==> config.mk <==
export PLATFORM = sky130hd
export DESIGN_NAME = fractional_baud_divisor_calc_flat
export DESIGN_NICKNAME = d
export VERILOG_FILES = /design/src/sv/fbd_pkg.sv /design/src/sv/fbd_req_if.sv /design/src/sv/fbd_rsp_if.sv /design/src/sv/fbd_shared_unit.sv /design/src/sv/fractional_baud_divisor_calc.sv /design/src/flat_wrapper.sv
export SDC_FILE = /design/constraint.sdc
export NUM_CORES = 1
export LEC_CHECK = 0
export ABC_AREA = 0
export BUFFER_PORTS_ARGS = -buffer_cell sky130_fd_sc_hd__buf_4
export CELL_PAD_IN_SITES_DETAIL_PLACEMENT = 0
export CELL_PAD_IN_SITES_GLOBAL_PLACEMENT = 2
export CORE_MARGIN = 1
export CORE_UTILIZATION = 38
export CTS_BUF_LIST = sky130_fd_sc_hd__clkbuf_4 sky130_fd_sc_hd__clkbuf_8
export CTS_CLUSTER_SIZE = 14
export DETAILED_ROUTE_END_ITERATION = 16
export GPL_ROUTABILITY_DRIVEN = 0
export GPL_TIMING_DRIVEN = 0
export PLACE_DENSITY = 0.8
export SETUP_SLACK_MARGIN = 0.2
export SYNTH_ARGS = -nofsm -noshare
export SYNTH_HDL_FRONTEND = slang
export SYNTH_SLANG_ARGS = --single-unit
==> constraint.sdc <==
create_clock -name clk -period 8.6 [get_ports clk]
set_clock_uncertainty 0.15 [all_clocks]
set_input_delay 0.86 -clock clk [delete_from_list [all_inputs] [get_ports clk]]
set_output_delay 0.86 -clock clk [all_outputs]
set_load 0.005 [all_outputs]
==> src/sv/fbd_pkg.sv <==
// Package for the fractional baud divisor calculator: widths, codes, types and the ratio ROM.
// No dependencies; all other files but the macros header refer to it by scoped names.
package fbd_pkg;

	localparam int CLK_W   = 28;
	localparam int BAUD_W  = 22;
	localparam int DIV_W   = 16;
	localparam int FRAC_W  = 8;
	localparam int UNIT_W  = 28;  // 64 * baud
	localparam int QUO_W   = 22;  // widest divisor before saturation
	localparam int N_W     = 38;  // dividend register, holds 1000 * clock
	localparam int D_W     = 30;  // divisor register, holds 3 * 64 * baud
	localparam int CNT_W   = 6;
	localparam int IDX_W   = 7;
	localparam int MILLI_W = 11;
	localparam int ADDR_W  = 3;
	localparam int APB_W   = 32;

	localparam logic [CLK_W-1:0]  CLOCK_HZ_RESET   = 28'd100000000;
	localparam logic [FRAC_W-1:0] DEFAULT_FRACTION = 8'h10;
	localparam logic [DIV_W-1:0]  DIV_MAX          = 16'hFFFF;

	// Register index decoded from paddr above the byte offset.
	localparam logic [ADDR_W-3:0] REG_CLOCK_HZ = '0;

	// Step counts of the shared unit for each operation.
	localparam logic [CNT_W-1:0] EXACT_DIV_STEPS = 6'd28;
	localparam logic [CNT_W-1:0] FRAC_DIV_STEPS  = 6'd29;
	localparam logic [CNT_W-1:0] MUL_STEPS       = 6'd22;
	localparam logic [CNT_W-1:0] RATIO_DIV_STEPS = 6'd38;

	localparam logic [IDX_W-1:0] ROM_LAST = 7'd71;

	typedef enum logic [3:0] {
		ST_IDLE,
		ST_EXACT_DIV,
		ST_EXACT_CHK,
		ST_FRAC_DIV,
		ST_FRAC_CHK,
		ST_MUL,
		ST_RANGE,
		ST_RATIO_DIV,
		ST_WALK,
		ST_DONE
	} state_t;

	typedef enum logic [2:0] {
		OP_HOLD,
		OP_DIV_LOAD,
		OP_DIV_STEP,
		OP_MUL_LOAD,
		OP_MUL_STEP
	} unit_op_t;

	typedef struct packed {
		unit_op_t           op;
		logic [N_W-1:0]     dividend;    // left aligned, consumed from the MSB
		logic [D_W-1:0]     operand_b;   // divisor or multiplicand
		logic [QUO_W-1:0]   multiplier;
	} unit_cmd_t;

	typedef struct packed {
		logic [N_W-1:0] quot;
		logic [D_W-1:0] rem;          // remainder, or product after a multiply
	} unit_res_t;

	typedef struct packed {
		logic [MILLI_W-1:0] milli;
		logic [FRAC_W-1:0]  code;     // multiply value high nibble, divide-add low nibble
	} rom_entry_t;

	function automatic rom_entry_t rom_entry(input logic [IDX_W-1:0] idx);
		rom_entry_t e;
		unique case (idx)
			7'd0:  e = '{11'd1000, 8'h10};
			7'd1:  e = '{11'd1067, 8'hF1};
			7'd2:  e = '{11'd1071, 8'hE1};
			7'd3:  e = '{11'd1077, 8'hD1};
			7'd4:  e = '{11'd1083, 8'hC1};
			7'd5:  e = '{11'd1091, 8'hB1};
			7'd6:  e = '{11'd1100, 8'hA1};
			7'd7:  e = '{11'd1111, 8'h91};
			7'd8:  e = '{11'd1125, 8'h81};
			7'd9:  e = '{11'd1133, 8'hF2};
			7'd10: e = '{11'd1143, 8'h71};
			7'd11: e = '{11'd1154, 8'hD2};
			7'd12: e = '{11'd1167, 8'h61};
			7'd13: e = '{11'd1182, 8'hB2};
			7'd14: e = '{11'd1200, 8'h51};
			7'd15: e = '{11'd1214, 8'hE3};
			7'd16: e = '{11'd1222, 8'h92};
			7'd17: e = '{11'd1231, 8'hD3};
			7'd18: e = '{11'd1250, 8'h41};
			7'd19: e = '{11'd1267, 8'hF4};
			7'd20: e = '{11'd1273, 8'hB3};
			7'd21: e = '{11'd1286, 8'h72};
			7'd22: e = '{11'd1300, 8'hA3};
			7'd23: e = '{11'd1308, 8'hD4};
			7'd24: e = '{11'd1333, 8'h31};
			7'd25: e = '{11'd1357, 8'hE5};
			7'd26: e = '{11'd1364, 8'hB4};
			7'd27: e = '{11'd1375, 8'h83};
			7'd28: e = '{11'd1385, 8'hD5};
			7'd29: e = '{11'd1400, 8'h52};
			7'd30: e = '{11'd1417, 8'hC5};
			7'd31: e = '{11'd1429, 8'h73};
			7'd32: e = '{11'd1444, 8'h94};
			7'd33: e = '{11'd1455, 8'hB5};
			7'd34: e = '{11'd1462, 8'hD6};
			7'd35: e = '{11'd1467, 8'hF7};
			7'd36: e = '{11'd1500, 8'h21};
			7'd37: e = '{11'd1533, 8'hF8};
			7'd38: e = '{11'd1538, 8'hD7};
			7'd39: e = '{11'd1545, 8'hB6};
			7'd40: e = '{11'd1556, 8'h95};
			7'd41: e = '{11'd1571, 8'h74};
			7'd42: e = '{11'd1583, 8'hC7};
			7'd43: e = '{11'd1600, 8'h53};
			7'd44: e = '{11'd1615, 8'hD8};
			7'd45: e = '{11'd1625, 8'h85};
			7'd46: e = '{11'd1636, 8'hB7};
			7'd47: e = '{11'd1643, 8'hE9};
			7'd48: e = '{11'd1667, 8'h32};
			7'd49: e = '{11'd1692, 8'hD9};
			7'd50: e = '{11'd1700, 8'hA7};
			7'd51: e = '{11'd1714, 8'h75};
			7'd52: e = '{11'd1727, 8'hB8};
			7'd53: e = '{11'd1733, 8'hFB};
			7'd54: e = '{11'd1750, 8'h43};
			7'd55: e = '{11'd1769, 8'hDA};
			7'd56: e = '{11'd1778, 8'h97};
			7'd57: e = '{11'd1786, 8'hEB};
			7'd58: e = '{11'd1800, 8'h54};
			7'd59: e = '{11'd1818, 8'hB9};
			7'd60: e = '{11'd1833, 8'h65};
			7'd61: e = '{11'd1846, 8'hDB};
			7'd62: e = '{11'd1857, 8'h76};
			7'd63: e = '{11'd1867, 8'hFD};
			7'd64: e = '{11'd1875, 8'h87};
			7'd65: e = '{11'd1889, 8'h98};
			7'd66: e = '{11'd1900, 8'hA9};
			7'd67: e = '{11'd1909, 8'hBA};
			7'd68: e = '{11'd1917, 8'hCB};
			7'd69: e = '{11'd1923, 8'hDC};
			7'd70: e = '{11'd1929, 8'hED};
			7'd71: e = '{11'd1933, 8'hFE};
			default: e = '{11'd0, DEFAULT_FRACTION};
		endcase
		return e;
	endfunction

endpackage

==> src/sv/fbd_req_if.sv <==
// Request channel of the baud divisor calculator: valid/ready plus the wanted baud rate.
// Depends on fbd_pkg for the field width.
interface fbd_req_if;
	logic                       valid;
	logic                       ready;
	logic [fbd_pkg::BAUD_W-1:0] wanted_baud;

	modport source (output valid, output wanted_baud, input ready);
	modport sink   (input valid, input wanted_baud, output ready);
endinterface

==> src/sv/fbd_rsp_if.sv <==
// Response channel of the baud divisor calculator: valid/ready plus the divisor result.
// Depends on fbd_pkg for the field widths.
interface fbd_rsp_if;
	logic                       valid;
	logic                       ready;
	logic [fbd_pkg::DIV_W-1:0]  baud_divisor;
	logic [fbd_pkg::FRAC_W-1:0] fraction_code;
	logic                       rate_error;

	modport source (output valid, output baud_divisor, output fraction_code,
		output rate_error, input ready);
	modport sink   (input valid, input baud_divisor, input fraction_code,
		input rate_error, output ready);
endinterface

==> src/sv/fbd_shared_unit.sv <==
// Shared arithmetic unit: one 31-bit adder/subtractor that runs restoring division
// and shift-add multiplication one bit per cycle while its command is a step. Depends on fbd_pkg.
module fbd_shared_unit (
	input  logic               clk,
	input  fbd_pkg::unit_cmd_t cmd,
	output fbd_pkg::unit_res_t res
);

	logic [fbd_pkg::N_W-1:0] n_q;
	logic [fbd_pkg::N_W-1:0] q_q;
	logic [fbd_pkg::D_W-1:0] d_q;
	logic [fbd_pkg::D_W-1:0] r_q;

	logic [fbd_pkg::D_W:0]   trial;
	logic [fbd_pkg::D_W:0]   alu_a;
	logic [fbd_pkg::D_W:0]   alu_b;
	logic                    alu_sub;
	logic [fbd_pkg::D_W+1:0] alu_sum;
	logic                    no_borrow;

	always_comb begin
		trial = {r_q, n_q[fbd_pkg::N_W-1]};
		if (cmd.op == fbd_pkg::OP_MUL_STEP) begin
			alu_a   = {r_q, 1'b0};
			alu_b   = n_q[fbd_pkg::N_W-1] ? {1'b0, d_q} : '0;
			alu_sub = 1'b0;
		end else begin
			alu_a   = trial;
			alu_b   = {1'b0, d_q};
			alu_sub = 1'b1;
		end
		alu_sum   = {1'b0, alu_a} + {1'b0, (alu_sub ? ~alu_b : alu_b)}
			+ {{(fbd_pkg::D_W+1){1'b0}}, alu_sub};
		// In a subtraction the carry out is set when the trial remainder covers the divisor.
		no_borrow = alu_sum[fbd_pkg::D_W+1];
	end

	always_ff @(posedge clk) begin
		unique case (cmd.op)
			fbd_pkg::OP_HOLD: begin
			end
			fbd_pkg::OP_DIV_LOAD: begin
				n_q <= cmd.dividend;
				d_q <= cmd.operand_b;
				r_q <= '0;
				q_q <= '0;
			end
			fbd_pkg::OP_DIV_STEP: begin
				r_q <= no_borrow ? alu_sum[fbd_pkg::D_W-1:0] : trial[fbd_pkg::D_W-1:0];
				q_q <= {q_q[fbd_pkg::N_W-2:0], no_borrow};
				n_q <= {n_q[fbd_pkg::N_W-2:0], 1'b0};
			end
			fbd_pkg::OP_MUL_LOAD: begin
				n_q <= {cmd.multiplier, {(fbd_pkg::N_W-fbd_pkg::QUO_W){1'b0}}};
				d_q <= cmd.operand_b;
				r_q <= '0;
			end
			fbd_pkg::OP_MUL_STEP: begin
				r_q <= alu_sum[fbd_pkg::D_W-1:0];
				n_q <= {n_q[fbd_pkg::N_W-2:0], 1'b0};
			end
			default: begin
			end
		endcase
	end

	assign res.quot = q_q;
	assign res.rem  = r_q;

endmodule

==> src/sv/fractional_baud_divisor_calc.sv <==
// Fractional baud divisor calculator. Write the core clock in hertz to the register at
// byte address 0 over APB (reset value 100 MHz), then send a wanted baud rate on the
// request channel; one response follows with the 16-bit divisor-latch value (saturated
// at 65535), the fraction byte (multiply value in bits 7:4, divide-add value in bits 3:0)
// and an error flag for a zero divisor. The block handles one transaction at a time and is
// not ready while it works; the fractional path takes longest. Its pace is set by the
// shared adder/subtractor, which produces one quotient bit per cycle over three divisions
// (28, 29 and 38 steps) and one multiplier bit per cycle over 22 steps, followed by a walk
// of the ratio ROM at one entry per cycle that stops by the 67th entry, since the ratio
// stays below 1.9. A finished response waits in an output register, so the next request is
// taken while the previous one is still held; a newer result waits in the last state until
// that register is free.
// Depends on fbd_pkg, fbd_req_if, fbd_rsp_if and fbd_shared_unit.
module fractional_baud_divisor_calc (
	input  logic                        clk,
	input  logic                        arst_n,
	input  logic                        psel,
	input  logic                        penable,
	input  logic                        pwrite,
	input  logic [fbd_pkg::ADDR_W-1:0]  paddr,
	input  logic [fbd_pkg::APB_W-1:0]   pwdata,
	output logic [fbd_pkg::APB_W-1:0]   prdata,
	output logic                        pready,
	fbd_req_if.sink                     req,
	fbd_rsp_if.source                   rsp
);

	fbd_pkg::state_t    state_q;
	fbd_pkg::state_t    state_d;
	fbd_pkg::unit_cmd_t unit_cmd;
	fbd_pkg::unit_res_t unit_res;

	logic [fbd_pkg::CLK_W-1:0]    clock_hz_q;
	logic [fbd_pkg::BAUD_W-1:0]   baud_q;
	logic [fbd_pkg::CNT_W-1:0]    cnt_q;
	logic [fbd_pkg::IDX_W-1:0]    idx_q;
	logic [fbd_pkg::QUO_W-1:0]    res_div_q;
	logic [fbd_pkg::FRAC_W-1:0]   res_frac_q;
	logic                         res_err_q;
	logic                         rsp_valid_q;
	logic [fbd_pkg::DIV_W-1:0]    rsp_div_q;
	logic [fbd_pkg::FRAC_W-1:0]   rsp_frac_q;
	logic                         rsp_err_q;

	logic                         reg_sel;
	logic                         cfg_write;
	logic                         req_fire;
	logic                         baud_zero;
	logic [fbd_pkg::UNIT_W-1:0]   req_unit;
	logic [fbd_pkg::UNIT_W-1:0]   unit_w;
	logic [fbd_pkg::D_W-1:0]      unit3;
	logic [fbd_pkg::UNIT_W-1:0]   den;
	logic [fbd_pkg::APB_W-1:0]    clk10;
	logic [fbd_pkg::APB_W:0]      den11;
	logic [fbd_pkg::APB_W:0]      den19;
	logic [fbd_pkg::N_W-1:0]      clk1000;
	logic                         in_range;
	logic                         step_last;
	logic                         rem_zero;
	logic                         quot_zero;
	fbd_pkg::rom_entry_t          rom;
	logic                         rom_hit;
	logic                         walk_end;
	logic                         out_free;

	// Configuration port.
	assign pready    = 1'b1;
	assign reg_sel   = (paddr[fbd_pkg::ADDR_W-1:2] == fbd_pkg::REG_CLOCK_HZ);
	assign cfg_write = psel && penable && pwrite && reg_sel;
	assign prdata    = reg_sel ? {{(fbd_pkg::APB_W-fbd_pkg::CLK_W){1'b0}}, clock_hz_q} : '0;

	always_ff @(posedge clk or negedge arst_n) begin
		if (!arst_n) begin
			clock_hz_q <= fbd_pkg::CLOCK_HZ_RESET;
		end else if (cfg_write) begin
			clock_hz_q <= pwdata[fbd_pkg::CLK_W-1:0];
		end
	end

	// Datapath helpers around the shared unit.
	assign req_fire  = req.valid && req.ready;
	assign baud_zero = (req.wanted_baud == '0);
	assign req_unit  = {req.wanted_baud, 6'b0};
	assign unit_w    = {baud_q, 6'b0};
	assign unit3     = {2'b0, unit_w} + {1'b0, unit_w, 1'b0};
	assign den       = unit_res.rem[fbd_pkg::UNIT_W-1:0];
	assign clk10     = {1'b0, clock_hz_q, 3'b0} + {3'b0, clock_hz_q, 1'b0};
	assign den11     = {2'b0, den, 3'b0} + {4'b0, den, 1'b0} + {5'b0, den};
	assign den19     = {1'b0, den, 4'b0} + {4'b0, den, 1'b0} + {5'b0, den};
	// The ratio clock / den must lie strictly between 1.1 and 1.9.
	assign in_range  = ({1'b0, clk10} > den11) && ({1'b0, clk10} < den19);
	assign clk1000   = {{(fbd_pkg::N_W-fbd_pkg::CLK_W){1'b0}}, clock_hz_q} * 38'd1000;
	assign step_last = (cnt_q == {{(fbd_pkg::CNT_W-1){1'b0}}, 1'b1});
	assign rem_zero  = (unit_res.rem == '0);
	assign quot_zero = (unit_res.quot == '0);
	// An entry lies above the ratio exactly when its thousandths exceed
	// floor(1000 * clock / den), which the last division left in the quotient.
	assign rom       = fbd_pkg::rom_entry(idx_q);
	assign rom_hit   = ({{(fbd_pkg::N_W-fbd_pkg::MILLI_W){1'b0}}, rom.milli} > unit_res.quot);
	assign walk_end  = rom_hit || (idx_q == fbd_pkg::ROM_LAST);
	assign out_free  = !rsp_valid_q || rsp.ready;

	fbd_shared_unit u_unit (
		.clk (clk),
		.cmd (unit_cmd),
		.res (unit_res)
	);

	// Next state.
	always_comb begin
		state_d = state_q;
		unique case (state_q)
			fbd_pkg::ST_IDLE: begin
				if (req.valid) begin
					state_d = baud_zero ? fbd_pkg::ST_DONE : fbd_pkg::ST_EXACT_DIV;
				end
			end
			fbd_pkg::ST_EXACT_DIV: begin
				if (step_last) begin
					state_d = fbd_pkg::ST_EXACT_CHK;
				end
			end
			fbd_pkg::ST_EXACT_CHK: begin
				state_d = rem_zero ? fbd_pkg::ST_DONE : fbd_pkg::ST_FRAC_DIV;
			end
			fbd_pkg::ST_FRAC_DIV: begin
				if (step_last) begin
					state_d = fbd_pkg::ST_FRAC_CHK;
				end
			end
			fbd_pkg::ST_FRAC_CHK: begin
				state_d = quot_zero ? fbd_pkg::ST_DONE : fbd_pkg::ST_MUL;
			end
			fbd_pkg::ST_MUL: begin
				if (step_last) begin
					state_d = fbd_pkg::ST_RANGE;
				end
			end
			fbd_pkg::ST_RANGE: begin
				state_d = in_range ? fbd_pkg::ST_RATIO_DIV : fbd_pkg::ST_DONE;
			end
			fbd_pkg::ST_RATIO_DIV: begin
				if (step_last) begin
					state_d = fbd_pkg::ST_WALK;
				end
			end
			fbd_pkg::ST_WALK: begin
				if (walk_end) begin
					state_d = fbd_pkg::ST_DONE;
				end
			end
			fbd_pkg::ST_DONE: begin
				if (out_free) begin
					state_d = fbd_pkg::ST_IDLE;
				end
			end
			default: state_d = fbd_pkg::ST_IDLE;
		endcase
	end

	// Outputs of the sequencer: request ready and the command to the shared unit.
	always_comb begin
		req.ready           = (state_q == fbd_pkg::ST_IDLE);
		unit_cmd.op         = fbd_pkg::OP_HOLD;
		unit_cmd.dividend   = '0;
		unit_cmd.operand_b  = '0;
		unit_cmd.multiplier = '0;
		unique case (state_q)
			fbd_pkg::ST_IDLE: begin
				if (req.valid && !baud_zero) begin
					unit_cmd.op        = fbd_pkg::OP_DIV_LOAD;
					unit_cmd.dividend  = {clock_hz_q, {(fbd_pkg::N_W-fbd_pkg::CLK_W){1'b0}}};
					unit_cmd.operand_b = {{(fbd_pkg::D_W-fbd_pkg::UNIT_W){1'b0}}, req_unit};
				end
			end
			fbd_pkg::ST_EXACT_CHK: begin
				if (!rem_zero) begin
					// Twice the clock, left aligned for 29 steps.
					unit_cmd.op        = fbd_pkg::OP_DIV_LOAD;
					unit_cmd.dividend  = {clock_hz_q, 1'b0,
						{(fbd_pkg::N_W-fbd_pkg::CLK_W-1){1'b0}}};
					unit_cmd.operand_b = unit3;
				end
			end
			fbd_pkg::ST_FRAC_CHK: begin
				if (!quot_zero) begin
					unit_cmd.op         = fbd_pkg::OP_MUL_LOAD;
					unit_cmd.operand_b  = {{(fbd_pkg::D_W-fbd_pkg::UNIT_W){1'b0}}, unit_w};
					unit_cmd.multiplier = unit_res.quot[fbd_pkg::QUO_W-1:0];
				end
			end
			fbd_pkg::ST_RANGE: begin
				if (in_range) begin
					unit_cmd.op        = fbd_pkg::OP_DIV_LOAD;
					unit_cmd.dividend  = clk1000;
					unit_cmd.operand_b = {{(fbd_pkg::D_W-fbd_pkg::UNIT_W){1'b0}}, den};
				end
			end
			fbd_pkg::ST_EXACT_DIV, fbd_pkg::ST_FRAC_DIV, fbd_pkg::ST_RATIO_DIV: begin
				unit_cmd.op = fbd_pkg::OP_DIV_STEP;
			end
			fbd_pkg::ST_MUL: begin
				unit_cmd.op = fbd_pkg::OP_MUL_STEP;
			end
			default: begin
			end
		endcase
	end

	// Control registers.
	always_ff @(posedge clk or negedge arst_n) begin
		if (!arst_n) begin
			state_q     <= fbd_pkg::ST_IDLE;
			cnt_q       <= '0;
			idx_q       <= '0;
			rsp_valid_q <= 1'b0;
		end else begin
			state_q <= state_d;
			unique case (state_q)
				fbd_pkg::ST_IDLE:      cnt_q <= fbd_pkg::EXACT_DIV_STEPS;
				fbd_pkg::ST_EXACT_CHK: cnt_q <= fbd_pkg::FRAC_DIV_STEPS;
				fbd_pkg::ST_FRAC_CHK:  cnt_q <= fbd_pkg::MUL_STEPS;
				fbd_pkg::ST_RANGE:     cnt_q <= fbd_pkg::RATIO_DIV_STEPS;
				default:               cnt_q <= cnt_q - 1'b1;
			endcase
			if (state_q == fbd_pkg::ST_RANGE) begin
				idx_q <= '0;
			end else if (state_q == fbd_pkg::ST_WALK) begin
				idx_q <= idx_q + 1'b1;
			end
			if (state_q == fbd_pkg::ST_DONE && out_free) begin
				rsp_valid_q <= 1'b1;
			end else if (rsp.ready) begin
				rsp_valid_q <= 1'b0;
			end
		end
	end

	// Result and response payload registers.
	always_ff @(posedge clk) begin
		if (req_fire) begin
			baud_q     <= req.wanted_baud;
			res_div_q  <= '0;
			res_frac_q <= fbd_pkg::DEFAULT_FRACTION;
			res_err_q  <= 1'b1;
		end
		if (state_q == fbd_pkg::ST_EXACT_CHK || state_q == fbd_pkg::ST_FRAC_CHK) begin
			res_div_q <= unit_res.quot[fbd_pkg::QUO_W-1:0];
			res_err_q <= quot_zero;
		end
		if (state_q == fbd_pkg::ST_WALK && rom_hit) begin
			res_frac_q <= rom.code;
		end
		if (state_q == fbd_pkg::ST_DONE && out_free) begin
			rsp_div_q  <= (res_div_q[fbd_pkg::QUO_W-1:fbd_pkg::DIV_W] != '0)
				? fbd_pkg::DIV_MAX : res_div_q[fbd_pkg::DIV_W-1:0];
			rsp_frac_q <= res_frac_q;
			rsp_err_q  <= res_err_q;
		end
	end

	assign rsp.valid         = rsp_valid_q;
	assign rsp.baud_divisor  = rsp_div_q;
	assign rsp.fraction_code = rsp_frac_q;
	assign rsp.rate_error    = rsp_err_q;

endmodule

==> src/flat_wrapper.sv <==
// flat-port wrapper written by rule: the top's interface ports become plain ports
module fractional_baud_divisor_calc_flat 
  (clk, arst_n, psel, penable, pwrite, paddr, pwdata, prdata, pready, req_valid, req_wanted_baud, req_ready, rsp_valid, rsp_baud_divisor, rsp_fraction_code, rsp_rate_error, rsp_ready);
  fbd_req_if req_i ();
  fbd_rsp_if rsp_i ();
  input  logic clk;
  input  logic arst_n;
  input  logic psel;
  input  logic penable;
  input  logic pwrite;
  input  logic [fbd_pkg::ADDR_W-1:0] paddr;
  input  logic [fbd_pkg::APB_W-1:0] pwdata;
  output logic [fbd_pkg::APB_W-1:0] prdata;
  output logic pready;
  input wire logic [$bits(req_i.valid)-1:0] req_valid;
  input wire logic [$bits(req_i.wanted_baud)-1:0] req_wanted_baud;
  output wire logic [$bits(req_i.ready)-1:0] req_ready;
  output wire logic [$bits(rsp_i.valid)-1:0] rsp_valid;
  output wire logic [$bits(rsp_i.baud_divisor)-1:0] rsp_baud_divisor;
  output wire logic [$bits(rsp_i.fraction_code)-1:0] rsp_fraction_code;
  output wire logic [$bits(rsp_i.rate_error)-1:0] rsp_rate_error;
  input wire logic [$bits(rsp_i.ready)-1:0] rsp_ready;
  assign req_i.valid = req_valid;
  assign req_i.wanted_baud = req_wanted_baud;
  assign req_ready = req_i.ready;
  assign rsp_valid = rsp_i.valid;
  assign rsp_baud_divisor = rsp_i.baud_divisor;
  assign rsp_fraction_code = rsp_i.fraction_code;
  assign rsp_rate_error = rsp_i.rate_error;
  assign rsp_i.ready = rsp_ready;
  fractional_baud_divisor_calc u_core (.clk(clk), .arst_n(arst_n), .psel(psel), .penable(penable), .pwrite(pwrite), .paddr(paddr), .pwdata(pwdata), .prdata(prdata), .pready(pready), .req(req_i), .rsp(rsp_i));
endmodule
[Word-level counts from Yosys, hierarchy flattened]
Memory sizes are Yosys's and may differ from the RTL's.
Cells that the tools add are included.
W data, S select, Z words.
Cells by class
  add/subtract/negate cells: 10
  $mul: 1
  magnitude comparators: 3
  equality and inequality tests: 22
  mux-type cells: 42
  bitwise operators: 2
  reduce and logical (&&, ||, !) cells: 29
Operator list (number)
  $pmux W38 S3: 2
  $mux W69: 3
  $pmux W30 S4: 1
  $mux W30: 3
  $pmux W30 S3: 1
  $pmux W38 S2: 1
  $mux W22: 3
  $add A31 B29 Y32: 2
  $mux W50: 1
  $mux W4: 11
  $pmux W4 S10: 1
  $gt A11 B38 Y1: 1
  $logic_not A38 Y1: 1
  $mul A28 B7 Y35 const B: 1
  $add A32 B28 Y33: 1
  $add A32 B29 Y33: 1
  $add A33 B28 Y33: 1
  $gt A32 B33 Y1: 1
  $lt A32 B33 Y1: 1
  $add A31 B31 Y32: 1
  $add A32 B1 Y32: 1
  $mux W31: 1
  $not A31 Y31: 1
  $add A28 B29 Y30: 1
  33 further kinds: 67
Word-level totals
  register bits after elaboration: 260
  memory bits (read-only): 2432
  memories: 1
Memory list
  (no name shown): words 128, bits a word 19, read ports 1, clocked after Yosys merged registers in 0, write ports 0, line fbd_pkg.sv:74  | unique case (idx)

[Longest topological paths before layout]
Gate-level depths: netlist (run 1).
  depth after elaboration: 14
  mapped depth: 26
  mapped depth without buffers: 24

[Modules after synthesis]
From an unflattened synthesis (run 1), not the netlist that was laid out.
Unflattened totals
  cells, all modules: 2892
  area, all modules: 27247.4 sq um
Modules (own cells, without submodules)
  fractional_baud_divisor_calc: times used 1, cells an instance 2223, area each 19915.4 sq um, seq. area each 3508.4 sq um
  fbd_shared_unit: times used 1, cells an instance 669, area each 7332.0 sq um, seq. area each 4083.9 sq um

[Worst setup path after synthesis (run 1)]
Ideal clock, no wire load.
  path kind: reg-to-reg
  start: reg u_core.u_unit.r_q[4] (netlist bit)
  end: reg u_core.u_unit.q_q[0] (netlist bit), enable pin
  data arrival time: 7774 ps
  data required time: 7964 ps
  path slack: 190 ps
  cell stages (with the launch flop): 21
  buffers on the path: 1
  clock period less this slack: 8410 ps
  cell sequence: edfxtp_1 > fa_1 > ha_1 > nor2b_1 > o31ai_1 > a21oi_1 > a221o_1 > a311oi_1 > a211oi_1 > or3_1 > a21oi_1 > xor2_1 > ha_1 > nand4_1 > or4_1 > nand2b_1 > a31oi_1 > o2111a_1 > buf_6 > nor2_1 > o21ai_0
On the way
  longest elaborated chain between the ends: 8
Ends and longest elaborated chain
  start: declaration: line fbd_shared_unit.sv:12  | logic [fbd_pkg::D_W-1:0] r_q;
  start signal: assignment: line fbd_shared_unit.sv:49  | r_q <= no_borrow ? alu_sum[fbd_pkg::D_W-1:0] : trial[fbd_pkg::D_W-1:0];
  start signal: assignment: line fbd_shared_unit.sv:59  | r_q <= alu_sum[fbd_pkg::D_W-1:0];
  $add A32 B29 Y33 or $add A31 B29 Y32 (tied branches): line fractional_baud_divisor_calc.sv:89, fractional_baud_divisor_calc.sv:88
  $add A33 B28 Y33 or $add A32 B28 Y33 (tied branches): line fractional_baud_divisor_calc.sv:89, fractional_baud_divisor_calc.sv:88
  $lt A32 B33 Y1 or $gt A32 B33 Y1 (tied branches): line fractional_baud_divisor_calc.sv:91  | assign in_range = ({1'b0, clk10} > den11) && ({1'b0, clk10} < den19);
  $logic_and A1 B1 Y1: line fractional_baud_divisor_calc.sv:91
  $mux W69: line fractional_baud_divisor_calc.sv:193  | if (in_range) begin
  $pmux W3 S6 (*): line fractional_baud_divisor_calc.sv:168  | unique case (state_q)
  $eq A3 B2 Y1 or $eq A3 B1 Y1 (tied branches): line fbd_shared_unit.sv:39  | unique case (cmd.op)
  $reduce_bool A2 Y1 (no source line) (*)
  end signal: assignment: line fbd_shared_unit.sv:50  | q_q <= {q_q[fbd_pkg::N_W-2:0], no_borrow};
  end: declaration: line fbd_shared_unit.sv:10  | logic [fbd_pkg::N_W-1:0] q_q;
Every way passes the cells marked *; elsewhere a longest branch is shown, timed or not.
A chain may end at the register's enable or synchronous reset.

[Final worst setup path (run 1)]
  start: reg u_core.u_unit.r_q[4] (netlist bit)
  end: reg u_core.u_unit.n_q[9] (netlist bit), enable pin
On the way
  longest elaborated chain between the ends: 9
Ends and longest elaborated chain
  $add A32 B29 Y33 or $add A31 B29 Y32 (tied branches): line fractional_baud_divisor_calc.sv:89, fractional_baud_divisor_calc.sv:88
  $add A33 B28 Y33 or $add A32 B28 Y33 (tied branches): line fractional_baud_divisor_calc.sv:89, fractional_baud_divisor_calc.sv:88
  $lt A32 B33 Y1 or $gt A32 B33 Y1 (tied branches): line fractional_baud_divisor_calc.sv:91
  $logic_and A1 B1 Y1: line fractional_baud_divisor_calc.sv:91
  $mux W69: line fractional_baud_divisor_calc.sv:193
  $pmux W3 S6 (*): line fractional_baud_divisor_calc.sv:168
  $eq A3 B3 Y1 or $eq A3 B2 Y1 (tied branches): line fbd_shared_unit.sv:39
  $reduce_or A2 Y1 (no source line)
  $reduce_bool A3 Y1 (no source line) (*)
  end signal: assignment: line fbd_shared_unit.sv:43  | n_q <= cmd.dividend;
  end signal: assignment: line fbd_shared_unit.sv:51  | n_q <= {n_q[fbd_pkg::N_W-2:0], 1'b0};
  end signal: assignment: line fbd_shared_unit.sv:54  | n_q <= {cmd.multiplier, {(fbd_pkg::N_W-fbd_pkg::QUO_W){1'b0}}};
  end: declaration: line fbd_shared_unit.sv:9  | logic [fbd_pkg::N_W-1:0] n_q;
Marks and branches as above.

==> run summary, run 1 <==
Register area share after synthesis - 0.291
Data required, critical path - 8720 ps
Placed inst area - 27,800 um2
Async set or reset register ratio after synthesis - 0.179
Share of cells above drive strength 1 - 0.112
Synth Cell Area - 25,800 um2
Port buffer count - 112
Final ANT Viol Nets - 0
TritonCTS Buffers - 50
Post-route cell area - 28,900 um2
Fmax - 128 MHz
Root Driver - clkbuf_8
Post-synth EDFFs - 211
Vert. Die Dim - 262 um
Vias - 21,400
Synth area leaders - edfxtp_1 25%, ha_1 15%, fa_1 12%
Area grow syn2layout - 12.2%
RSZ-0062 raised after global routing - no
Post-route minimum period - 7830 ps
Initial antenna violation count - 1
Core Box Area - 67,200 um2
Synth top area share - 0.246
Largest net degree at the start of global routing - 47
Status - finished clean
Post-synth top cells - 311 x ha_1, 211 x edfxtp_1, 205 x nor2_1, 201 x a21oi_1, 179 x nand2_1
Clock sinks - 257
Total track usage - 0.224
Worst Tran Pin Value - 1240 ps
DR vias/cell - 5.79
Iteration-0 DRC count of the detailed router - 1,904
CTS Buffer Depth - 3
Crit share post-route - 0.910
Nets - 3,312
Clock-pin transition on the worst setup and hold timing paths - 60 ps
Distinct cells, synth - 90
Post-Syn Instances - 2,608
Synth Flop Type - edfxtp_1
Slew margin rel. - 0.167
Synth warn - 0
Drt pass-1 iters - 6
Sum Neg Setup Slack - 0 ps
Critical Path End Type - register
Hold Crit Class - in2async
DR WL/cell - 20.9 um
DRT Wirelength - 77,400 um
Clk_lat worst skew - 650 ps
CP arrival - 7950 ps
Crit Path Class - reg2reg
DRC errors left - 0
I/O pin count - 124
CTS H-tree depth - 2
Number of global-route vias before repair - 21,400
Synth area leader - edfxtp_1
GR Overflow Total - 0
Die W - 262 um
Count leader, synth - ha_1
Starting Density - 0.384
Setup violators final - 0
Syn avg cell area - 9.88 um2
CTS tree - yes
Final max-slew violation count - 0
Worst-path maximum fanout - 35
R2r setup slk - 770 ps
Row cnt - 95
Die area - 68,900 um2
Global-route wire length before repair - 122,000 um
Seq cells post-synth - 257
Final Hold Viols - 0
Max-Cap Viols - 0
CP startpoint kind - register
Hpwl dp - 58,600 um
==> stage by stage <==
| step | utilization | instances | setup WS (ps) | hold slack (ps) |
|---|---|---|---|---|
| after floorplan | - | 2611 | 1220 | 250 |
| after global placement | 0.413 | 3596 | -886 | 256 |
| after detailed placement | 0.413 | 3597 | -457 | 255 |
| after CTS | 0.430 | 3696 | 63.1 | 57.5 |
| after global routing | 0.431 | 3697 | 294 | 88.0 |
| final | 0.431 | 3698 | 773 | 88.0 |
==> area by class of cell <==
class | instances | area (um2)
fillers | 6496 | 38200
multi-input cells | 2155 | 17500
flip-flops and latches | 257 | 7500
well taps | 873 | 1090
clock buffers | 71 | 915
repair buffers | 117 | 891
plain buffers | 96 | 414
inverters | 103 | 390
clock inverters | 23 | 178
repair inverters | 1 | 7.51
diodes | 2 | 5.00
==> cells by family (layout without fill, tap and decap cells) <==
kind of cell | after synthesis | in the layout | synth area share
buffers and inverters | 199 | 411 | 0.0311
other | 2 | 7 | 0.000291
adder cells (fa/ha/maj) | 467 | 467 | 0.272
flip-flops | 257 | 257 | 0.291
XOR/XNOR | 155 | 155 | 0.0527
multiplexers | 40 | 40 | 0.0180
AND/OR/NAND/NOR | 737 | 737 | 0.141
AO/OA/AOI/OAI | 751 | 751 | 0.194
==> timing repair <==
item	in CTS	in global routing
cloned	1	0
gates resized for setup	5	3
setup buffers	4	0
hold buffers	0	0
endpoints found under the setup margin	95	147
==> placed cells by master (no fill, tap or decap), types with 50 or more instances in the layout <==
cell      Yosys  layout
a21o_1       83      83
a21oi_1     201     201
buf_4         6     122
clkbuf_1     79      79
clkbuf_8      0      61
edfxtp_1    211     211
fa_1        156     156
ha_1        311     311
inv_1       100      99
nand2_1     179     177
nor2_1      205     204
nor2b_1      51      50
o21ai_0     159     158
xnor2_1      96      96
xor2_1       59      59
==> worst paths after layout <==
| kind | start | end | cells past startpoint |
|---|---|---|---|
| worst max-delay path | u_core.u_unit.r_q[4] | u_core.u_unit.n_q[9] | 21 |
| worst min-delay path | arst_n | u_core.clock_hz_q[0] | 1 |
| worst max register to register | u_core.u_unit.r_q[4] | u_core.u_unit.n_q[9] | 21 |
| worst min register to register | u_core.res_frac_q[2] | u_core.rsp.fraction_code[2] | 0 |
| max in group asynchronous | arst_n | u_core.idx_q[0] | 1 |
| min in group clk | u_core.res_frac_q[2] | u_core.rsp.fraction_code[2] | 0 |
==> state kept, by name, indices dropped and copies added, names as in the netlist, 7 cells and up <==
| register | flops |
|---|---|
| u_core.baud_q | 22 |
| u_core.clock_hz_q | 28 |
| u_core.idx_q | 7 |
| u_core.res_div_q | 22 |
| u_core.res_frac_q | 8 |
| u_core.rsp.baud_divisor | 16 |
| u_core.rsp.fraction_code | 8 |
| u_core.u_unit.d_q | 30 |
| u_core.u_unit.n_q | 35 |
| u_core.u_unit.q_q | 38 |
| u_core.u_unit.r_q | 30 |
==> routing by layer <==
layer | vias to the layer above | track usage | routed length, um
met5 | - | 0 | 0
met1 | 10500 | 0.303 | 34100
li1 | 10100 | - | -
met2 | 706 | 0.367 | 36200
met3 | 145 | 0.0314 | 4730
met4 | 0 | 0.0776 | 2390
==> critical path, stage by stage, from the launching register on <==
cell and delay [ps]:
edfxtp_1 710, fa_1 520, ha_1 350, nor2b_1 160, o31ai_1 360, a21oi_1 190, a221o_1 380, a311oi_1 540
a211oi_1 200, or3_1 380, a21oi_1 180, xor2_1 100, ha_1 300, nand4_1 170, or4_1 520, or4_1 620
mux2i_1 180, a31oi_1 130, o2111a_1 220, buf_6 160, nor2_4 450, nand2_4 410
Power of run 1 is not shown: default switching activity piles up to over one toggle a cycle in this logic, so the estimate is an artifact.
==> run 2, diff against run 1 <==
--- a/config.mk
+++ b/config.mk
@@ -10,13 +10,13 @@
 export CELL_PAD_IN_SITES_DETAIL_PLACEMENT = 0
 export CELL_PAD_IN_SITES_GLOBAL_PLACEMENT = 2
 export CORE_MARGIN = 1
-export CORE_UTILIZATION = 38
+export CORE_UTILIZATION = 40
 export CTS_BUF_LIST = sky130_fd_sc_hd__clkbuf_4 sky130_fd_sc_hd__clkbuf_8
 export CTS_CLUSTER_SIZE = 14
 export DETAILED_ROUTE_END_ITERATION = 16
 export GPL_ROUTABILITY_DRIVEN = 0
 export GPL_TIMING_DRIVEN = 0
-export PLACE_DENSITY = 0.8
+export PLACE_DENSITY = 0.81
 export SETUP_SLACK_MARGIN = 0.2
 export SYNTH_ARGS = -nofsm -noshare
 export SYNTH_HDL_FRONTEND = slang
==> constraint.sdc (replaced) <==
create_clock -name clk -period 7.7 [get_ports clk]
set_clock_uncertainty 0.15 [all_clocks]
set_input_delay 0.77 -clock clk [delete_from_list [all_inputs] [get_ports clk]]
set_output_delay 0.77 -clock clk [all_outputs]
set_load 0.005 [all_outputs]
==> run summary, run 2 (synthesized netlist as in run 1, its figures left out) <==
Status - finished clean (unchanged)
Number of global-route vias before repair - 21,600 (was 21,400)
Most frequent cells in the layout - 311 x ha_1, 211 x edfxtp_1, 204 x nor2_1 (unchanged)
Drt pass-1 iters - 8 (was 6)
Vias - 21,600 (was 21,400)
Final Hold Viols - 0 (unchanged)
Final max-slew violation count - 0 (unchanged)
Post-route minimum period - 7210 ps (was 7830 ps)
Total track usage - 0.236 (was 0.224)
Port buffer count - 112 (unchanged)
DR vias/cell - 5.81 (was 5.79)
Worst Hold Path Cells - 1
Die W - 256 um (was 262 um)
Global-route wire length before repair - 122,000 um (about the same)
Commonest non-fill, non-tap cell in the layout - ha_1 (unchanged)
Max FFs per register - 38 (unchanged)
Data required, critical path - 8070 ps (was 8720 ps)
Iteration-0 DRC count of the detailed router - 1,825 (was 1,904)
Root Driver - clkbuf_8 (unchanged)
Critical Path End Type - register (unchanged)
CP Buf/Inv Count - 2 (was 1)
Vert. Die Dim - 256 um (was 262 um)
Core Util, Final - 0.463 (was 0.431)
Most flops, register - u_core.u_unit.q_q (unchanged)
Row cnt - 92 (was 95)
Final hold slack - 165 ps (was 88.0 ps)
WP depth - 24 (was 21)
# fillers - 6,111 (was 6,496)
CTS H-tree depth - 2 (unchanged)
Placed cells - 3,570 (was 3,597)
WHS Endpoint - u_core.baud_q[12]
CP startpoint kind - register (unchanged)
Final instance count without filler cells - 3,715 (was 3,698)
Share of cells above drive strength 1 - 0.126 (was 0.112)
Crit Path Class - reg2reg (unchanged)
Core Box Area - 63,300 um2 (was 67,200 um2)
Largest net degree at the start of global routing - 47 (unchanged)
Starting Density - 0.407 (was 0.384)
Initial antenna violation count - 1 (unchanged)
Clock sinks - 257 (unchanged)
Crit share post-route - 0.936 (was 0.910)
CTS Buffer Depth - 3 (unchanged)
Max-Cap Viols - 0 (unchanged)
GR Overflow Total - 0 (unchanged)
Hold Crit Class - in2reg (was in2async)
Area grow syn2layout - 13.6% (was 12.2%)
Clk_lat worst skew - 670 ps (was 650 ps)
DRT Wirelength - 77,600 um (was 77,400 um)
RR Endpoint - u_core.u_unit.r_q[12] (was u_core.u_unit.n_q[9])
Worst Min Path Start - req_wanted_baud[12]
DR WL/cell - 20.9 um (about the same)
CP top delay family - compound AO/OA/AOI/OAI gates (was simple AND/OR/NAND/NOR gates)
Fmax - 139 MHz (was 128 MHz)
Slowest cell on crit path - edfxtp_1 (unchanged)
TritonCTS Buffers - 49 (was 50)
I/O pin count - 124 (unchanged)
R2r setup slk - 490 ps (was 770 ps)
Slowest stage delay, CP - 740 ps (was 710 ps)
DRC errors left - 0 (unchanged)
Hpwl dp - 58,500 um (was 58,600 um)
RSZ-0062 raised after global routing - yes (was no)
Die area - 65,400 um2 (was 68,900 um2)
CTS tree - yes (unchanged)
Worst-path maximum fanout - 10 (was 35)
Final ANT Viol Nets - 0 (unchanged)
Setup violators final - 0 (unchanged)
Slew margin rel. - 0.209 (was 0.167)
FF-to-FF Start - u_core.u_unit.r_q[10] (was u_core.u_unit.r_q[4])
Worst Tran Pin Value - 1180 ps (was 1240 ps)
Clock-pin transition on the worst setup and hold timing paths - 60 ps (about the same)
CP arrival - 7580 ps (was 7950 ps)
Worst Reg2Reg Path Length in Cells - 24 (was 21)
Nets - 3,361 (was 3,312)
Biggest regs - u_core.u_unit.q_q x38, u_core.u_unit.n_q x35 (unchanged)
Crit path cell chain - fa_1 > ha_1 > nand3_1 > nor2_1 > a211o_1 > a31o_1 > a21o_1 > or3_1 > a21boi_0 > o21bai_1 > a21oi_1 > xor2_1 > ha_1 > o21a_1 > o21a_1 > o22ai_1 > or4_1 > o21ai_1 > o21ai_0 > o2111a_1 > buf_6 > o31ai_4 > buf_6 > a22o_1 (was fa_1 > ha_1 > nor2b_1 > o31ai_1 > a21oi_1 > a221o_1 > a311oi_1 > a211oi_1 > or3_1 > a21oi_1 > xor2_1 > ha_1 > nand4_1 > or4_1 > or4_1 > mux2i_1 > a31oi_1 > o2111a_1 > buf_6 > nor2_4 > nand2_4)
run 2: cell type report:
class,count,area (um2),area share
multi-input combinational,2155,17600,0.600
sequential,257,7500,0.256
timing repair buffer,167,1290,0.0440
tap,846,1060,0.0361
clock buffer,65,807,0.0276
buffer,96,417,0.0142
inverter,103,390,0.0133
clock inverter,24,243,0.00829
timing repair inverter,1,7.51,0.000256
antenna,1,2.50,0.0000855
run 2: metrics by stage:
stage | worst slack, ps | TNS [ps] | cell area (um2)
4_1_cts | 200 | 0 | 29000
5_1_grt | 117 | 0 | 29300
3_3_place_gp | -1810 | -167220 | 27700
3_5_place_dp | -1230 | -109230 | 27700
2_1_floorplan | 320 | 0 | 25800
6_report | 490 | 0 | 29300
run 2: what timing repair did:
action                                  in CTS  in global routing
gates cloned                                 1                  0
gates resized for setup                     12                  9
buffers inserted                            18                 35
hold buffers                                 1                  0
pin swaps                                    1                  2
endpoints found under the hold margin        2                  0
endpoints found under the setup margin     192                225
run 2: worst max path at each step:
stage / startpoint / end / slack [ps]
after CTS: u_core.u_unit.r_q[0] / u_core.u_unit.n_q[14] / 200
final: u_core.u_unit.r_q[10] / u_core.u_unit.r_q[12] / 490
after global placement: u_core.u_unit.r_q[3] / u_core.u_unit.q_q[19] / -1810
after floorplan: u_core.u_unit.r_q[4] / u_core.u_unit.q_q[0] / 320
after detailed placement: u_core.u_unit.r_q[3] / u_core.u_unit.r_q[7] / -1230
after global routing: u_core.u_unit.r_q[2] / u_core.u_unit.n_q[14] / 120
run 2: layer usage:
layer | vias up | part of all wire | GRT usage
met5 | - | 0 | 0
met4 | 0 | 0.030 | 0.0777
met3 | 139 | 0.059 | 0.0290
met2 | 680 | 0.47 | 0.387
met1 | 10600 | 0.44 | 0.321
li1 | 10200 | - | -
Power of run 2 is left out for the same reason.
==> run 3, diff against run 2 <==
--- a/config.mk
+++ b/config.mk
@@ -6,7 +6,7 @@
 export NUM_CORES = 1
 export LEC_CHECK = 0
 export ABC_AREA = 0
-export BUFFER_PORTS_ARGS = -buffer_cell sky130_fd_sc_hd__buf_4
+export BUFFER_PORTS_ARGS = -buffer_cell sky130_fd_sc_hd__buf_2
 export CELL_PAD_IN_SITES_DETAIL_PLACEMENT = 0
 export CELL_PAD_IN_SITES_GLOBAL_PLACEMENT = 2
 export CORE_MARGIN = 1
@@ -16,7 +16,8 @@
 export DETAILED_ROUTE_END_ITERATION = 16
 export GPL_ROUTABILITY_DRIVEN = 0
 export GPL_TIMING_DRIVEN = 0
-export PLACE_DENSITY = 0.81
+export PLACE_DENSITY = 0.86
+export REMOVE_ABC_BUFFERS = 1
 export SETUP_SLACK_MARGIN = 0.2
 export SYNTH_ARGS = -nofsm -noshare
 export SYNTH_HDL_FRONTEND = slang
==> run summary, run 3 (synthesized netlist as in run 1, its figures left out) <==
Critical Path End Type - register (unchanged)
Fmax - 139 MHz (about the same)
# fillers - 6,088 (was 6,111)
Register area - 7510 um2 (was 7500 um2)
Crit share post-route - 0.936 (about the same)
Worst-path maximum fanout - 35 (was 10)
Worst Tran Pin Value - 1360 ps (was 1180 ps)
Row cnt - 92 (unchanged)
DRC errors left - 0 (unchanged)
Root Driver - clkbuf_8 (unchanged)
Post-route minimum period - 7200 ps (was 7210 ps)
Largest net degree at the start of global routing - 66 (was 47)
Starting Density - 0.407 (unchanged)
Iteration-0 DRC count of the detailed router - 1,887 (was 1,825)
I/O pin count - 124 (unchanged)
Top sig layer - met4 (unchanged)
Share of cells above drive strength 1 - 0.136 (was 0.126)
Met3 WL post-DR - 3990 um (was 4560 um)
Clock sinks - 257 (unchanged)
Core Util, Final - 0.456 (was 0.463)
DRT Wirelength - 70,800 um (was 77,600 um)
Worst setup path startpoint - u_core.u_unit.r_q[3] (was u_core.u_unit.r_q[10])
Worst Hold Path Cells - 1 (unchanged)
Die area - 65,400 um2 (unchanged)
Metal2 WL - 33,500 um (was 36,300 um)
Die W - 256 um (unchanged)
Setup violators final - 0 (unchanged)
TritonCTS Buffers - 50 (was 49)
Area grow syn2layout - 12.1% (was 13.6%)
Vias - 21,000 (was 21,600)
Final Hold Viols - 0 (unchanged)
Slew margin rel. - 0.0904 (was 0.209)
CTS Buffer Depth - 3 (unchanged)
Total track usage - 0.212 (was 0.236)
Placed inst area - 27,300 um2 (was 27,700 um2)
Most frequent cells in the layout - 311 x ha_1, 211 x edfxtp_1, 202 x nor2_1 (was 311 x ha_1, 211 x edfxtp_1, 204 x nor2_1)
Max-Cap Viols - 0 (unchanged)
Drt pass-1 iters - 11 (was 8)
Hpwl dp - 51,500 um (was 58,500 um)
Nets - 3,277 (was 3,361)
Post-route cell area - 28,900 um2 (was 29,300 um2)
Worst Reg2Reg Path Length in Cells - 23 (was 24)
Clock-pin transition on the worst setup and hold timing paths - 60 ps (about the same)
Worst Min Path Start - req_wanted_baud[13] (was req_wanted_baud[12])
Global-route wire length before repair - 112,000 um (was 122,000 um)
FF-to-FF Start - u_core.u_unit.r_q[3] (was u_core.u_unit.r_q[10])
Port buffer count - 112 (unchanged)
Commonest non-fill, non-tap cell in the layout - ha_1 (unchanged)
CP startpoint kind - register (unchanged)
Max FFs per register - 38 (unchanged)
Clk_lat worst skew - 660 ps (was 670 ps)
Most flops, register - u_core.u_unit.q_q (unchanged)
Biggest regs - u_core.u_unit.q_q x38, u_core.u_unit.n_q x35 (unchanged)
CTS H-tree depth - 2 (unchanged)
CTS tree - yes (unchanged)
R2r setup slk - 500 ps (was 490 ps)
Core Box Area - 63,300 um2 (unchanged)
Multi-input gate area - 17,700 um2 (was 17,600 um2)
DR WL/cell - 19.5 um (was 20.9 um)
GR Overflow Total - 0 (unchanged)
Final ANT Viol Nets - 0 (unchanged)
Initial antenna violation count - 1 (unchanged)
Data required, critical path - 7850 ps (was 8070 ps)
Crit Path Class - reg2reg (unchanged)
Vert. Die Dim - 256 um (unchanged)
Status - finished clean (unchanged)
CP arrival - 7350 ps (was 7580 ps)
WHS Endpoint - u_core.baud_q[13] (was u_core.baud_q[12])
RR Endpoint - u_core.u_unit.n_q[6] (was u_core.u_unit.r_q[12])
Hold Crit Class - in2reg (unchanged)
WL met1 - 31,400 um (was 34,400 um)
Number of global-route vias before repair - 20,600 (was 21,600)
RSZ-0062 raised after global routing - yes (unchanged)
Final max-slew violation count - 0 (unchanged)
DR vias/cell - 5.77 (was 5.81)
-- run 3: timing repair --
action	in CTS	in global routing
cloned	2	1
endpoints found under the setup margin	167	167
hold buffers	0	1
endpoints found under the hold margin	0	15
pin swaps	2	6
gates resized for setup	15	9
setup buffers	33	15
-- run 3: metal layers --
layer / track usage / vias up
met1: 0.289 / 10300
met3: 0.0244 / 117
met5: 0 / -
met2: 0.349 / 586
li1: - / 10000
met4: 0.0699 / 0
-- run 3: worst max-delay path by stage --
stage | slack [ps] | cells after the start | endpoint
4_1_cts | 130 | 22 | u_core.u_unit.n_q[6]
3_3_place_gp | -4600 | 18 | u_core.u_unit.q_q[24]
2_1_floorplan | -1350 | 19 | u_core.u_unit.q_q[0]
3_5_place_dp | -1630 | 24 | u_core.u_unit.n_q[6]
6_report | 500 | 23 | u_core.u_unit.n_q[6]
5_1_grt | 150 | 21 | u_core.u_unit.r_q[28]
-- run 3: metrics by stage --
stage	cells	worst slack [ps]	hold WS (ps)	setup TNS, ps
final	3636	495	166	0
after detailed placement	3486	-1630	256	-175500
after global routing	3635	154	127	0
after CTS	3615	131	111	0
after floorplan	2515	-1350	250	-51150
after global placement	3473	-4600	267	-464560
-- run 3: critical path, stage by stage (launching register included) --
cell and delay [ps]:
edfxtp_1 430, buf_4 200, fa_1 450, ha_1 350, nor2b_1 170, o31ai_2 300, a21oi_2 130, a221o_1 370
a311oi_2 400, a211oi_1 160, or3_1 360, a21oi_1 180, xor2_1 100, ha_1 310, nand4_1 160, or4_1 490
or4_1 600, mux2i_1 210, a31oi_2 140, o2111a_2 250, buf_12 170, nor2_4 320, buf_12 180, nand2_8 170
-- run 3: final cells by class --
cell class / instances / share of cell area
antenna: 2 / 0.000173
multi-input combinational: 2157 / 0.611
clock inverter: 20 / 0.00433
timing repair buffer: 176 / 0.0435
inverter: 103 / 0.0135
tap: 846 / 0.0366
sequential: 257 / 0.260
timing repair inverter: 1 / 0.000260
clock buffer: 74 / 0.0309
Power of run 3 is left out for the same reason.
